$ cat config.mk
export PLATFORM = sky130hd
export DESIGN_NAME = free_run_extractor_top
export DESIGN_NICKNAME = d
export VERILOG_FILES = /design/src/design/fre_pkg.sv /design/src/design/fre_front.sv /design/src/design/fre_queue.sv /design/src/design/fre_back.sv /design/src/design/free_run_extractor_top.sv
export VERILOG_INCLUDE_DIRS = /design/src /design/src/design
export SDC_FILE = /design/constraint.sdc
export NUM_CORES = 1
export LEC_CHECK = 0
export BUFFER_PORTS_ARGS = -buffer_cell sky130_fd_sc_hd__buf_2
export CAP_MARGIN = 20
export CORE_MARGIN = 2
export CORE_UTILIZATION = 60
export CTS_BUF_LIST = sky130_fd_sc_hd__clkbuf_16
export DETAILED_ROUTE_END_ITERATION = 8
export GPL_TIMING_DRIVEN = 0
export PLACE_DENSITY = 0.85
export SLEW_MARGIN = 15
export SYNTH_ARGS = -nofsm -noshare
export SYNTH_HDL_FRONTEND = slang
export SYNTH_SLANG_ARGS = --single-unit
$ cat constraint.sdc
create_clock -name clk -period 15.9 [get_ports clk]
set_clock_uncertainty 0.1 [all_clocks]
set_input_delay 1.59 -clock clk [delete_from_list [all_inputs] [get_ports clk]]
set_output_delay 1.59 -clock clk [all_outputs]
set_load 0.01 [all_outputs]
$ cat src/design/free_run_extractor_top_macros.svh
// Assertion helpers used by the top level to check itself.
`ifndef FREE_RUN_EXTRACTOR_TOP_MACROS_SVH
`define FREE_RUN_EXTRACTOR_TOP_MACROS_SVH

// Same-cycle implication, checked out of reset.
`define FRE_ASSERT_IMP(lbl, clk, rst_n, ante, cons) \
  lbl: assert property (@(posedge clk) disable iff (!rst_n) (ante) |-> (cons)) \
    else $error("same-cycle check failed");

// Next-cycle implication, checked out of reset.
`define FRE_ASSERT_NEXT(lbl, clk, rst_n, ante, cons) \
  lbl: assert property (@(posedge clk) disable iff (!rst_n) (ante) |=> (cons)) \
    else $error("next-cycle check failed");

`endif

$ cat src/design/fre_pkg.sv
`timescale 1ns / 1ps
`default_nettype none

package fre_pkg;

  localparam int BITS_PER_ITEM = 8;
  localparam int MAX_EVENTS    = 5;
  localparam int OFF_W         = 3;
  localparam int LEN_W         = 4;
  localparam int NV_W          = 4;
  localparam int EV_CNT_W      = 3;
  localparam int QUEUE_DEPTH   = 4;
  localparam int PTR_W         = 2;
  localparam int QCNT_W        = 3;

  // One free run as seen inside a byte: merge means it extends the open run.
  typedef struct packed {
    logic             merge;
    logic [OFF_W-1:0] offset;
    logic [LEN_W-1:0] len;
  } run_desc_t;

  typedef struct packed {
    run_desc_t [MAX_EVENTS-1:0] ev;
    logic [EV_CNT_W-1:0]        ev_cnt;
    logic                       tail_open;
    run_desc_t                  tail;
    logic [NV_W-1:0]            nvalid;
    logic                       eom;
  } item_desc_t;

  typedef struct packed {
    logic full;
    logic not_empty;
  } fq_status_t;

  typedef struct packed {
    logic emit;
    logic pop;
  } bk_status_t;

endpackage

`default_nettype wire

$ cat src/design/fre_front.sv
`timescale 1ns / 1ps
`default_nettype none

module fre_front (
  input  wire logic                           clk,
  input  wire logic                           rst_n,
  input  wire logic                           in_valid,
  output      logic                           in_ready,
  input  wire logic [fre_pkg::BITS_PER_ITEM-1:0] in_map_byte,
  input  wire logic [fre_pkg::NV_W-1:0]       in_valid_bits,
  input  wire logic                           in_end_of_map,
  input  wire fre_pkg::fq_status_t            q_status,
  output      logic                           q_push,
  output      fre_pkg::item_desc_t            q_data
);

  logic                          open_r;
  logic                          open_nxt;
  logic [fre_pkg::NV_W-1:0]      nv_c;
  logic                          open_c;
  fre_pkg::run_desc_t            cur_c;
  logic [fre_pkg::EV_CNT_W-1:0]  cnt_c;
  fre_pkg::item_desc_t           desc_c;

  assign in_ready = !q_status.full;
  assign q_push   = in_valid && in_ready;
  assign q_data   = desc_c;

  // Split the byte into closed runs plus the run left open at its end.
  always_comb begin
    nv_c = (in_valid_bits > fre_pkg::NV_W'(fre_pkg::BITS_PER_ITEM)) ?
           fre_pkg::NV_W'(fre_pkg::BITS_PER_ITEM) : in_valid_bits;
    desc_c       = '0;
    open_c       = open_r;
    cur_c        = '0;
    cur_c.merge  = open_r;
    cnt_c        = '0;
    for (int i = 0; i < fre_pkg::BITS_PER_ITEM; i++) begin
      if (fre_pkg::NV_W'(i) < nv_c) begin
        if (!in_map_byte[i]) begin
          if (!open_c) begin
            open_c       = 1'b1;
            cur_c.merge  = 1'b0;
            cur_c.offset = fre_pkg::OFF_W'(i);
            cur_c.len    = fre_pkg::LEN_W'(1);
          end else begin
            cur_c.len = cur_c.len + fre_pkg::LEN_W'(1);
          end
        end else if (open_c) begin
          desc_c.ev[cnt_c] = cur_c;
          cnt_c            = cnt_c + fre_pkg::EV_CNT_W'(1);
          open_c           = 1'b0;
        end
      end
    end
    if (in_end_of_map && open_c) begin
      desc_c.ev[cnt_c] = cur_c;
      cnt_c            = cnt_c + fre_pkg::EV_CNT_W'(1);
      open_c           = 1'b0;
    end
    desc_c.ev_cnt    = cnt_c;
    desc_c.tail_open = open_c;
    desc_c.tail      = cur_c;
    desc_c.nvalid    = nv_c;
    desc_c.eom       = in_end_of_map;
  end

  assign open_nxt = q_push ? desc_c.tail_open : open_r;

  always_ff @(posedge clk) begin
    if (!rst_n) begin
      open_r <= 1'b0;
    end else begin
      open_r <= open_nxt;
    end
  end

endmodule

`default_nettype wire

$ cat src/design/fre_queue.sv
`timescale 1ns / 1ps
`default_nettype none

module fre_queue (
  input  wire logic                clk,
  input  wire logic                rst_n,
  input  wire logic                push,
  input  wire fre_pkg::item_desc_t push_data,
  input  wire fre_pkg::bk_status_t bk_status,
  output      fre_pkg::fq_status_t status,
  output      fre_pkg::item_desc_t head
);

  fre_pkg::item_desc_t              mem_r [fre_pkg::QUEUE_DEPTH];
  logic [fre_pkg::PTR_W-1:0]        wr_ptr_r;
  logic [fre_pkg::PTR_W-1:0]        wr_ptr_nxt;
  logic [fre_pkg::PTR_W-1:0]        rd_ptr_r;
  logic [fre_pkg::PTR_W-1:0]        rd_ptr_nxt;
  logic [fre_pkg::QCNT_W-1:0]       count_r;
  logic [fre_pkg::QCNT_W-1:0]       count_nxt;

  assign status.full      = count_r == fre_pkg::QCNT_W'(fre_pkg::QUEUE_DEPTH);
  assign status.not_empty = count_r != '0;
  assign head             = mem_r[rd_ptr_r];

  always_comb begin
    wr_ptr_nxt = push ? wr_ptr_r + fre_pkg::PTR_W'(1) : wr_ptr_r;
    rd_ptr_nxt = bk_status.pop ? rd_ptr_r + fre_pkg::PTR_W'(1) : rd_ptr_r;
    count_nxt  = count_r;
    if (push && !bk_status.pop) begin
      count_nxt = count_r + fre_pkg::QCNT_W'(1);
    end else if (!push && bk_status.pop) begin
      count_nxt = count_r - fre_pkg::QCNT_W'(1);
    end
  end

  always_ff @(posedge clk) begin
    if (!rst_n) begin
      wr_ptr_r <= '0;
      rd_ptr_r <= '0;
      count_r  <= '0;
    end else begin
      wr_ptr_r <= wr_ptr_nxt;
      rd_ptr_r <= rd_ptr_nxt;
      count_r  <= count_nxt;
    end
  end

  always_ff @(posedge clk) begin
    if (push) begin
      mem_r[wr_ptr_r] <= push_data;
    end
  end

endmodule

`default_nettype wire

$ cat src/design/fre_back.sv
`timescale 1ns / 1ps
`default_nettype none

module fre_back #(
  parameter int CLUSTER_BITS = 48
) (
  input  wire logic                    clk,
  input  wire logic                    rst_n,
  input  wire logic                    cfg_wr_en,
  input  wire logic [CLUSTER_BITS-1:0] cfg_wr_data,
  input  wire fre_pkg::fq_status_t     q_status,
  input  wire fre_pkg::item_desc_t     q_head,
  output      fre_pkg::bk_status_t     status,
  output      logic                    out_valid,
  input  wire logic                    out_ready,
  output      logic [CLUSTER_BITS-1:0] out_run_start,
  output      logic [CLUSTER_BITS-1:0] out_run_length,
  output      logic                    out_last_of_item
);

  localparam int SUM_W = CLUSTER_BITS + 2;
  localparam logic [CLUSTER_BITS-1:0] CL_MAX = '1;
  localparam logic [SUM_W-1:0] SUM_MAX = {2'b00, CL_MAX};

  logic [CLUSTER_BITS-1:0]      start_cluster_r;
  logic [CLUSTER_BITS-1:0]      pos_r;
  logic [CLUSTER_BITS-1:0]      pos_nxt;
  logic [CLUSTER_BITS-1:0]      open_start_r;
  logic [CLUSTER_BITS-1:0]      open_start_nxt;
  logic [CLUSTER_BITS-1:0]      open_len_r;
  logic [CLUSTER_BITS-1:0]      open_len_nxt;
  logic [fre_pkg::EV_CNT_W-1:0] idx_r;
  logic [fre_pkg::EV_CNT_W-1:0] idx_nxt;
  logic [fre_pkg::EV_CNT_W-1:0] idx_inc;
  logic                         out_valid_r;
  logic                         out_valid_nxt;
  logic [CLUSTER_BITS-1:0]      run_start_r;
  logic [CLUSTER_BITS-1:0]      run_length_r;
  logic                         last_r;

  fre_pkg::run_desc_t           ev;
  logic                         emitting;
  logic                         slot_free;
  logic                         step;
  logic                         last_ev;
  logic                         finish;
  logic [SUM_W-1:0]             ev_start_sum;
  logic [SUM_W-1:0]             ev_len_sum;
  logic [SUM_W-1:0]             tail_start_sum;
  logic [SUM_W-1:0]             tail_len_sum;
  logic [SUM_W-1:0]             pos_sum;
  logic [CLUSTER_BITS-1:0]      ev_start;
  logic [CLUSTER_BITS-1:0]      ev_len;
  logic [CLUSTER_BITS-1:0]      tail_start;
  logic [CLUSTER_BITS-1:0]      tail_len;

  assign ev        = q_head.ev[idx_r];
  assign idx_inc   = idx_r + fre_pkg::EV_CNT_W'(1);
  assign emitting  = q_status.not_empty && (idx_r < q_head.ev_cnt);
  assign slot_free = !out_valid_r || out_ready;
  assign step      = q_status.not_empty && (!emitting || slot_free);
  assign last_ev   = idx_inc == q_head.ev_cnt;
  assign finish    = step && (!emitting || last_ev);

  assign status.emit = step && emitting;
  assign status.pop  = finish;

  // Cluster numbers and lengths clamp at the all-ones value.
  always_comb begin
    ev_start_sum   = {2'b00, start_cluster_r} + {2'b00, pos_r} + SUM_W'(ev.offset);
    ev_len_sum     = {2'b00, open_len_r} + SUM_W'(ev.len);
    tail_start_sum = {2'b00, start_cluster_r} + {2'b00, pos_r}
                   + SUM_W'(q_head.tail.offset);
    tail_len_sum   = {2'b00, open_len_r} + SUM_W'(q_head.tail.len);
    pos_sum        = {2'b00, pos_r} + SUM_W'(q_head.nvalid);

    if (ev.merge) begin
      ev_start = open_start_r;
      ev_len   = (ev_len_sum > SUM_MAX) ? CL_MAX : ev_len_sum[CLUSTER_BITS-1:0];
    end else begin
      ev_start = (ev_start_sum > SUM_MAX) ? CL_MAX : ev_start_sum[CLUSTER_BITS-1:0];
      ev_len   = CLUSTER_BITS'(ev.len);
    end

    if (q_head.tail.merge) begin
      tail_start = open_start_r;
      tail_len   = (tail_len_sum > SUM_MAX) ? CL_MAX : tail_len_sum[CLUSTER_BITS-1:0];
    end else begin
      tail_start = (tail_start_sum > SUM_MAX) ? CL_MAX
                                              : tail_start_sum[CLUSTER_BITS-1:0];
      tail_len   = CLUSTER_BITS'(q_head.tail.len);
    end
  end

  always_comb begin
    pos_nxt        = pos_r;
    open_start_nxt = open_start_r;
    open_len_nxt   = open_len_r;
    idx_nxt        = idx_r;
    if (finish) begin
      idx_nxt = '0;
      if (q_head.eom) begin
        pos_nxt = '0;
      end else begin
        pos_nxt = (pos_sum > SUM_MAX) ? CL_MAX : pos_sum[CLUSTER_BITS-1:0];
      end
      if (q_head.tail_open) begin
        open_start_nxt = tail_start;
        open_len_nxt   = tail_len;
      end
    end else if (step) begin
      idx_nxt = idx_inc;
    end
  end

  always_comb begin
    out_valid_nxt = out_valid_r;
    if (status.emit) begin
      out_valid_nxt = 1'b1;
    end else if (out_ready) begin
      out_valid_nxt = 1'b0;
    end
  end

  always_ff @(posedge clk) begin
    if (!rst_n) begin
      start_cluster_r <= '0;
      pos_r           <= '0;
      idx_r           <= '0;
      out_valid_r     <= 1'b0;
    end else begin
      if (cfg_wr_en) begin
        start_cluster_r <= cfg_wr_data;
      end
      pos_r       <= pos_nxt;
      idx_r       <= idx_nxt;
      out_valid_r <= out_valid_nxt;
    end
  end

  always_ff @(posedge clk) begin
    open_start_r <= open_start_nxt;
    open_len_r   <= open_len_nxt;
    if (status.emit) begin
      run_start_r  <= ev_start;
      run_length_r <= ev_len;
      last_r       <= last_ev;
    end
  end

  assign out_valid        = out_valid_r;
  assign out_run_start    = run_start_r;
  assign out_run_length   = run_length_r;
  assign out_last_of_item = last_r;

endmodule

`default_nettype wire

$ cat src/design/free_run_extractor_top.sv
// Free run extractor: scans an allocation bitmap and reports each maximal
// run of free (clear) clusters as a start cluster and a length.
// Input channel (in_valid/in_ready): one bitmap byte per transfer, bit 0
// first, with in_valid_bits meaningful low bits (values above 8 count as 8)
// and in_end_of_map on the last byte, which closes any open run and starts
// the next map at start_cluster again.
// Output channel (out_valid/out_ready): one run per transfer; the last run
// caused by a byte carries out_last_of_item. A byte may cause zero to five
// runs; runs that span bytes are merged and reported once.
// cfg_wr_en/cfg_wr_data write start_cluster; write only while idle.
// Throughput: the back end emits one run per cycle while the receiver
// accepts them; the front end classifies one byte per cycle while the
// queue has room; a four-entry queue absorbs bursts of multi-run bytes.
// A closing byte is first stored in the queue; its run is then loaded
// into the output register that drives out_run_start and out_run_length.
// Reset clears the position, the open run, start_cluster and the queue.
// When the receiver stalls, the output register holds its run, the queue
// fills and in_ready drops once it is full.
`timescale 1ns / 1ps
`default_nettype none
`include "free_run_extractor_top_macros.svh"

module free_run_extractor_top #(
  parameter int CLUSTER_BITS = 48
) (
  input  wire logic                              clk,
  input  wire logic                              rst_n,
  input  wire logic                              cfg_wr_en,
  input  wire logic [CLUSTER_BITS-1:0]           cfg_wr_data,
  input  wire logic                              in_valid,
  output      logic                              in_ready,
  input  wire logic [fre_pkg::BITS_PER_ITEM-1:0] in_map_byte,
  input  wire logic [fre_pkg::NV_W-1:0]          in_valid_bits,
  input  wire logic                              in_end_of_map,
  output      logic                              out_valid,
  input  wire logic                              out_ready,
  output      logic [CLUSTER_BITS-1:0]           out_run_start,
  output      logic [CLUSTER_BITS-1:0]           out_run_length,
  output      logic                              out_last_of_item
);

  fre_pkg::fq_status_t q_status;
  fre_pkg::bk_status_t bk_status;
  fre_pkg::item_desc_t push_data;
  fre_pkg::item_desc_t q_head;
  logic                q_push;

  fre_front u_front (
    .clk           (clk),
    .rst_n         (rst_n),
    .in_valid      (in_valid),
    .in_ready      (in_ready),
    .in_map_byte   (in_map_byte),
    .in_valid_bits (in_valid_bits),
    .in_end_of_map (in_end_of_map),
    .q_status      (q_status),
    .q_push        (q_push),
    .q_data        (push_data)
  );

  fre_queue u_queue (
    .clk       (clk),
    .rst_n     (rst_n),
    .push      (q_push),
    .push_data (push_data),
    .bk_status (bk_status),
    .status    (q_status),
    .head      (q_head)
  );

  fre_back #(
    .CLUSTER_BITS (CLUSTER_BITS)
  ) u_back (
    .clk              (clk),
    .rst_n            (rst_n),
    .cfg_wr_en        (cfg_wr_en),
    .cfg_wr_data      (cfg_wr_data),
    .q_status         (q_status),
    .q_head           (q_head),
    .status           (bk_status),
    .out_valid        (out_valid),
    .out_ready        (out_ready),
    .out_run_start    (out_run_start),
    .out_run_length   (out_run_length),
    .out_last_of_item (out_last_of_item)
  );

  `FRE_ASSERT_IMP(a_no_push_when_full, clk, rst_n, q_push, !q_status.full)
  `FRE_ASSERT_IMP(a_pop_needs_entry, clk, rst_n, bk_status.pop, q_status.not_empty)
  `FRE_ASSERT_IMP(a_emit_into_free_slot, clk, rst_n, bk_status.emit, !out_valid || out_ready)
  `FRE_ASSERT_NEXT(a_emit_shows_valid, clk, rst_n, bk_status.emit, out_valid)

endmodule

`default_nettype wire
After elaboration in Yosys (flattened, before gate mapping)
Memories as Yosys holds them, arrays and structs flattened. A register that Yosys moved wholly into a read port is not among the register bits.
Cells that the tools add are included.
Word-level totals
  flip-flop bits (word level): 301
  latch bits: 0
  bits in writable memories: 228
  bits in read-only memories: 0
  input port bits: 66
  output and inout bits: 99
  logic and storage cells: 249
  memories: 1
Memories
  u_queue.mem_r: words 4, width 57, read ports 1, clocked after memory_dff 1, write ports 1, RTL line fre_queue.sv:14  | fre_pkg::item_desc_t mem_r [fre_pkg::QUEUE_DEPTH];
Operators by class
  add/subtract/negate cells: 26
  multipliers: 0
  divide/modulo/power cells: 0
  order comparisons: 32
  equality and inequality tests: 2
  shift-type cells: 0
  multiplexer cells: 141
  bitwise gates (word level): 2
  reduce and logical (&&, ||, !) cells: 30
Operator list (count)
  $mux 40: 22
  $bwmux 40: 8
  $mux 48: 6
  $gt 50x48->1 const B: 5
  $mux 8: 28
  $demux 8 s3: 8
  $add 48x4->49: 3
  $add 50x3->50: 2
  $mux 3: 26
  $mux 4: 18
  $add 48x48->49: 1
  $lt 3x4->1 const B: 9
  $add 3x1->3 const B: 10
  $add 4x1->4 const B: 7
  $bmux 8 s3: 1
  $ge 3x1->1 const B: 8
  $mux 1: 22
  $logic_and 1x1->1: 16
  $lt 3x4->1 const A: 4
  $lt 1x4->1 const A: 2
  $lt 2x4->1 const A: 2
  $logic_not 1->1: 5
  $add 2x1->2 const B: 2
  $gt 4x4->1 const B: 1
  other kinds (12): 17

Depth between registers and ports, before layout
Gate-level depths: netlist (run 1).
  word-level depth: 38
  depth in mapped cells: 31
  mapped depth without buffers: 28

Modules after synthesis
A second synthesis (run 1) with hierarchy kept.
Unflattened totals
  cell total of the unflattened synthesis: 3235
  area total of the unflattened synthesis: 32852.8 um^2
By module, submodules not included
  fre_back: instances 1, cells each 2342, area each 20418.3 um^2
  fre_queue: instances 1, cells each 340, area each 8664.6 um^2
  fre_front: instances 1, cells each 553, area each 3769.9 um^2

Worst setup path before layout (run 1)
Ideal clock, no wire load.
  path kind: reg-to-reg
  from: reg (tool-made name)
  to: reg u_back.last_r (netlist: u_back.out_last_of_item), enable pin
  setup time: 672 ps
  arrival time: 9682 ps
  required time: 15128 ps
  slack: 5446 ps
  cell stages (with the launch flop): 13
  buffers on the path: 6
  path through: dfxtp_1 -> clkbuf_1 -> buf_2 -> buf_2 -> buf_2 -> buf_2 -> buf_1 -> mux4_2 -> ha_1 -> nor2b_1 -> o21ai_0 -> nand2b_1 -> nor3_1
RTL lines
  end signal, assigned: RTL line fre_back.sv:147  | last_r <= last_ev;
  end, declared: RTL line fre_back.sv:39  | logic last_r;

==> flow_summary.ini, run 1 <==
[timing]
max_slew.worst_pin.slew_ps = 1100
max_slew_margin_pct = 26.2
hold_violations = 0
whs_ps = 415
clock.fmax_mhz = 117
rsz0062_at_grt = false
final.min_clock_period_ps = 8520
setup_viol = 0
setup_tns_ps = 0
final.setup.worst_slack_ps = 7380
slew_violations = 0
period_share_pct = 53.6

[clocking]
root_buffer = clkbuf_16
cts-hold-fix-buffers = 0
worstSkewPairLatency_ps = 620
clkTransAtPathRegs_ps = 60
cts.sinks = 531
cts_resized = 0
cts_setup_buffers = 0
htree_levels = 2
clk_path_buf_depth = 3
cts_made_buffers = 53
cts_tree = built

[hold_path]
timing.hold.worst.class = reg -> reg

[cells_and_area]
finalNonFillerCells = 4145
drive_above_1_share_pct = 14.9
fin_area_um2 = 36000
syn_to_final_growth_pct = 11.6
nNetsFinal = 3572
n_antenna_cell = 0
fin_util_pct = 67.3

[synth]
async_reset_ff_share_pct = 0
ys_seq_area_share_pct = 46.0
yosys_warnings = 0
syn_area_um2 = 32300
synth_area_leaders = edfxtp_1 39%, dfxtp_1 6.8%, mux4_2 4.4%, nand2_1 3.6%, nor2_1 3.6%
syn_avg_cell_area_um2 = 10.2
synth_flop_cell = edfxtp_1
synth_top_area_cell = edfxtp_1
netlist-cell-type-count = 110
synthCells = 3172
ys_ff_latch = 531
synth-edff-count = 421
synth_top_area_share_pct = 39.1

[route]
drc = 0
vias = 26995
drt_iter0_markers = 3593
drtPass1Iterations = 6
wirelength_um = 93600
drtAntennaViolNets = 0
vias_per_cell = 6.51
wl_per_cell_um = 22.6

[grt]
grtUsageTotal_pct = 33.1
grt_pass1_vias = 25145
grt_max_degree = 54
overflow = 0
antenna_found_initial = 0
grt_first_pass_wirelength_um = 145000

[floorplanning]
die_w_um = 236
rows = 85
die_area_um2 = 55700
ios = 165
die_height_um = 236
core-area_um2 = 53500
start_util_pct = 60.4

[power]
ir_worst_vdd_v = 0.000112
leakage_nw = 12.9
p_per_area_nw_per_um2 = 139
power_mw = 5.01

[status]
run_status = finished clean

[setup_path]
path_buf_inv = 3
crit_fanout = 9
path_common_cell = ha_1
cp_top_family = adder cells
arrival_ps = 8700
crit_path_top_delay_cell = a2111oi_0
critPathLaunchType = input pin
worst_path_largest_cell_delay_ps = 650
end_kind = flop
critPathKind = in -> reg
crit_required_ps = 16080

[place]
place_inst = 4048
dp_slack_ps = 7000
place.gp.congestion = 1.01
port_buffers = 159
dp_hpwl_um = 69800
placed_area_um2 = 34200

[job]
drv_cap = 0
## final timing paths
check	startpoint	slack, ps	depth (start not counted)	end
setup / recovery	in_valid_bits[2]	7380	27	u_queue.mem_r[0][30]$_DFFE_PP_
hold / removal	u_back.pos_r[35]$_SDFFE_PN0P_	410	2	u_back.pos_r[35]$_SDFFE_PN0P_
setup reg to reg	flop	7990	21	u_back.pos_r[36]$_SDFFE_PN0P_
hold reg to reg	u_back.pos_r[35]$_SDFFE_PN0P_	410	2	u_back.pos_r[35]$_SDFFE_PN0P_
## layer usage
layer	GRT usage, %	share of wire, %	vias up
li1	-	-	12296
met1	48.2	41	12831
met2	51.3	45	1659
met3	5.28	11	209
met4	10.1	3.1	0
met5	0	0	-
## cell usage in the layout (no fill, tap or decap), types with 12 or more instances in the layout
| master | count |
|---|---|
| buf_4 | 13 |
| nor4_1 | 34 |
| a22oi_1 | 16 |
| inv_1 | 92 |
| dfxtp_1 | 110 |
| nand4_1 | 73 |
| xor2_1 | 83 |
| clkbuf_1 | 92 |
| buf_1 | 15 |
| a21o_1 | 36 |
| a31oi_2 | 20 |
| a311oi_1 | 12 |
| or2_2 | 21 |
| or3_1 | 34 |
| nand3_1 | 86 |
| a21oi_1 | 218 |
| o21ai_0 | 156 |
| nor2b_1 | 87 |
| nor3_1 | 78 |
| o22ai_1 | 19 |
| o21a_1 | 16 |
| a31oi_1 | 51 |
| ha_1 | 91 |
| buf_2 | 202 |
| and3_1 | 37 |
| o211ai_1 | 22 |
| nand2_1 | 307 |
| a211oi_1 | 20 |
| nor2_1 | 307 |
| mux4_2 | 63 |
| edfxtp_1 | 421 |
| o21ai_1 | 40 |
| mux2i_1 | 67 |
| and2_1 | 31 |
| clkbuf_16 | 55 |
| xnor2_1 | 124 |
## flip-flops by register name (all words and copies together), names as in the netlist, named ones only
signal                   flops
u_back.out_last_of_item      1
u_back.out_valid             1
u_back.open_len_r           48
u_back.out_run_length       48
u_queue.mem_r              228
u_back.pos_r                48
u_queue.wr_ptr_r             2
u_queue.count_r              3
u_queue.rd_ptr_r             2
u_back.idx_r                 3
u_back.out_run_start        48
u_back.start_cluster_r      48
u_front.open_r               1
u_back.open_start_r         48
## report_power, final
group | total (mW) | leakage [nW] | switching (mW) | internal (mW)
Clock | 1.28 | 0.893 | 0.539 | 0.741
Sequential | 2.02 | 4.90 | 0.112 | 1.91
Combinational | 1.71 | 7.12 | 1.09 | 0.626
## worst register-to-register path, stage by stage (launching register included)
cell	delay (ps)
dfxtp_1	470
clkbuf_1	680
buf_1	560
clkbuf_1	660
buf_1	580
clkbuf_1	750
mux4_2	400
ha_1	210
fa_1	230
a21oi_1	80
o21bai_1	320
nand4_1	360
nor3_1	420
nand3_1	220
or3_1	400
nor2_1	260
nand2_1	120
nor3_1	180
buf_2	300
buf_2	320
nor2_1	90
o21ai_0	150
## cell families after synthesis
| logic type | share of synthesized area (%) |
|---|---|
| and+or+nand+nor | 18.5 |
| DFF | 46.0 |
| AOI/OAI and AO/OA | 15.0 |
| adders and majority gates | 3.96 |
| buffers and inverters | 3.36 |
| muxes | 6.90 |
| other | 0.0233 |
| xor gates and xnor gates | 6.34 |
## Yosys cell counts, types with 32 or more instances
cell type  number
edfxtp_1      421
nand2_1       307
nor2_1        307
a21oi_1       218
o21ai_0       156
xnor2_1       124
dfxtp_1       110
clkbuf_1       92
ha_1           91
nor2b_1        88
nand3_1        86
inv_1          84
xor2_1         83
nor3_1         79
nand4_1        73
mux2i_1        67
mux4_2         63
a31oi_1        51
buf_2          43
and3_1         41
o21ai_1        40
a21o_1         36
nor4_1         36
or3_1          34
and2_1         32
## final cells by class
cell class / instances / area [um2]
plain buffers: 164 / 756
clock buffers: 55 / 1380
clock inverters: 41 / 395
fillers: 4038 / 17500
inverters: 87 / 329
multi-input cells: 2396 / 16400
flip-flops and latches: 531 / 14800
well taps: 696 / 871
repair buffers: 175 / 1020
(Power assumes the default switching activity.)
==> inputs of run 2 (changes only) <==
--- a/config.mk
+++ b/config.mk
@@ -6,6 +6,7 @@
 export SDC_FILE = /design/constraint.sdc
 export NUM_CORES = 1
 export LEC_CHECK = 0
+export ABC_AREA = 1
 export BUFFER_PORTS_ARGS = -buffer_cell sky130_fd_sc_hd__buf_2
 export CAP_MARGIN = 20
 export CORE_MARGIN = 2
==> constraint.sdc (replaced) <==
create_clock -name clk -period 8.47 [get_ports clk]
set_clock_uncertainty 0.1 [all_clocks]
set_input_delay 0.847 -clock clk [delete_from_list [all_inputs] [get_ports clk]]
set_output_delay 0.847 -clock clk [all_outputs]
set_load 0.01 [all_outputs]
==> flow_summary.ini, run 2 <==
[status]
run_status = finished clean

[route]
vias = 31923
drc = 0
drtAntennaViolNets = 0
wl_per_cell_um = 19.8
wirelength_um = 107000
drtPass1Iterations = 7
drt_iter0_markers = 3778
vias_per_cell = 5.91

[clocking]
root_buffer = clkbuf_16
cts.sinks = 531
clk_path_buf_depth = 3
cts_resized = 0
cts_setup_buffers = 0
cts-hold-fix-buffers = 0
clkTransAtPathRegs_ps = 60
worstSkewPairLatency_ps = 630
htree_levels = 2
cts_made_buffers = 57
cts_tree = built

[place]
placed_area_um2 = 35500
place_inst = 5303
port_buffers = 162
dp_hpwl_um = 83100
dp_slack_ps = 1050
place.gp.congestion = 0.997

[timing]
whs_ps = 338
setup_tns_ps = 0
slew_violations = 0
final.min_clock_period_ps = 7840
max_slew.worst_pin.slew_ps = 950
final.setup.worst_slack_ps = 627
clock.fmax_mhz = 127
rsz0062_at_grt = false
period_share_pct = 92.6
max_slew_margin_pct = 36.1
hold_violations = 0
setup_viol = 0

[synth]
synth_top_area_cell = edfxtp_1
synth_top_area_share_pct = 37.9
syn_avg_cell_area_um2 = 7.64
synth_area_leaders = edfxtp_1 38%, nand2_1 10%, nor2_1 8.1%, dfxtp_1 6.6%, inv_1 5.9%
synthMostInstantiatedCell = nand2_1
synthTopCellsByCount = 923 x nand2_1, 723 x nor2_1, 528 x inv_1
ys_ff_latch = 531
yosys_warnings = 0
synth-edff-count = 421
async_reset_ff_share_pct = 0
ys_seq_area_share_pct = 44.5
synth_flop_cell = edfxtp_1
netlist-cell-type-count = 61
syn_area_um2 = 33400
synthCells = 4369

[cells_and_area]
ff_latch_area_um2 = 14800
fin_area_um2 = 37400
nNetsFinal = 4778
regMostFlops = u_queue.mem_r
finalNonFillerCells = 5406
largest_reg_flops = 228
fin_util_pct = 67.8
final_cell_mix = 923 x nand2_1, 717 x nor2_1, 540 x inv_1
fillers = 4739
syn_to_final_growth_pct = 12.0
multi_input_area_um2 = 16000
layout_commonest_cell = nand2_1
drive_above_1_share_pct = 8.48

[setup_path]
critPathKind = reg -> reg
arrival_ps = 8290
r2r_slack_ps = 630
end_kind = flop
crit_required_ps = 8910
critPathLaunchType = flop
crit_fanout = 10

[grt]
grt_pass1_vias = 29258
antenna_found_initial = 2
overflow = 0
grt_first_pass_wirelength_um = 163000
grt_max_degree = 32
grtUsageTotal_pct = 36.7

[floorplanning]
core-area_um2 = 55100
die_height_um = 240
ios = 165
rows = 86
die_w_um = 240
start_util_pct = 60.6
die_area_um2 = 57500

[power]
ir_worst_vdd_v = 0.000281
leakage_nw = 15.6
p_per_area_nw_per_um2 = 293
power_mw = 11.0

[job]
drv_cap = 0

[hold_path]
timing.hold.worst.class = in -> reg
## run 2: per-layer routing
layer	global-route usage [%]	part of all wire [%]
met1	51.6	41
met2	57.0	44
met3	5.27	10
met4	15.0	4.2
met5	0	0
## run 2: path summary, 6_finish.rpt
| check | startpoint | to | cells after the start |
|---|---|---|---|
| min reg2reg | u_queue.count_r[2]$_SDFFE_PN0P_ | u_queue.count_r[2]$_SDFFE_PN0P_ | 2 |
| max reg2reg | flop | u_back.pos_r[15]$_SDFFE_PN0P_ | 26 |
| min | cfg_wr_data[40] | u_back.start_cluster_r[40]$_SDFFE_PN0P_ | 3 |
| max | flop | u_back.pos_r[15]$_SDFFE_PN0P_ | 26 |
## run 2: final cells by class
class	instances	share of cell area, %
Multi-Input combinational cell	3176	42.9
Sequential cell	531	39.7
Inverter	561	5.64
Clock buffer	59	3.95
Timing Repair Buffer	180	3.04
Tap cell	748	2.50
Buffer	107	1.23
Clock inverter	43	1.00
Antenna cell	1	0.00670
## run 2: logic make-up (layout without fill, tap and decap cells)
logic type | after synthesis | after routing | synth area share, %
AO/OA/AOI/OAI | 731 | 731 | 12.0
XOR/XNOR | 165 | 165 | 4.40
adder cells (fa/ha/maj) | 98 | 98 | 3.83
buffers and inverters | 668 | 950 | 7.69
flip-flops | 531 | 531 | 44.5
other | 2 | 9 | 0.0225
AND/OR/NAND/NOR | 2174 | 2174 | 27.5
## run 2: worst max-delay path, cell delays in order (launching register included)
cell and delay, ps:
dfxtp_1 290, clkbuf_1 220, inv_1 220, clkbuf_1 410
clkbuf_1 670, clkbuf_1 490, clkbuf_1 460, clkbuf_1 550
clkbuf_1 530, nor2_1 80, o22ai_1 250, ha_1 240
fa_1 220, nand3_1 80, nand3_1 110, nand2_1 100
nor3_1 320, nand2_1 260, nor3_1 460, nand4_1 280
nor3_1 350, nand4_1 230, buf_2 260, clkbuf_1 290
nand2_1 120, nand2_1 60, o21ai_0 90
## run 2: where the power goes
group / switching [mW] / internal, mW
Sequential: 0.322 / 3.80
Combinational: 3.01 / 1.34
Clock: 1.05 / 1.44
Total: 4.38 / 6.57
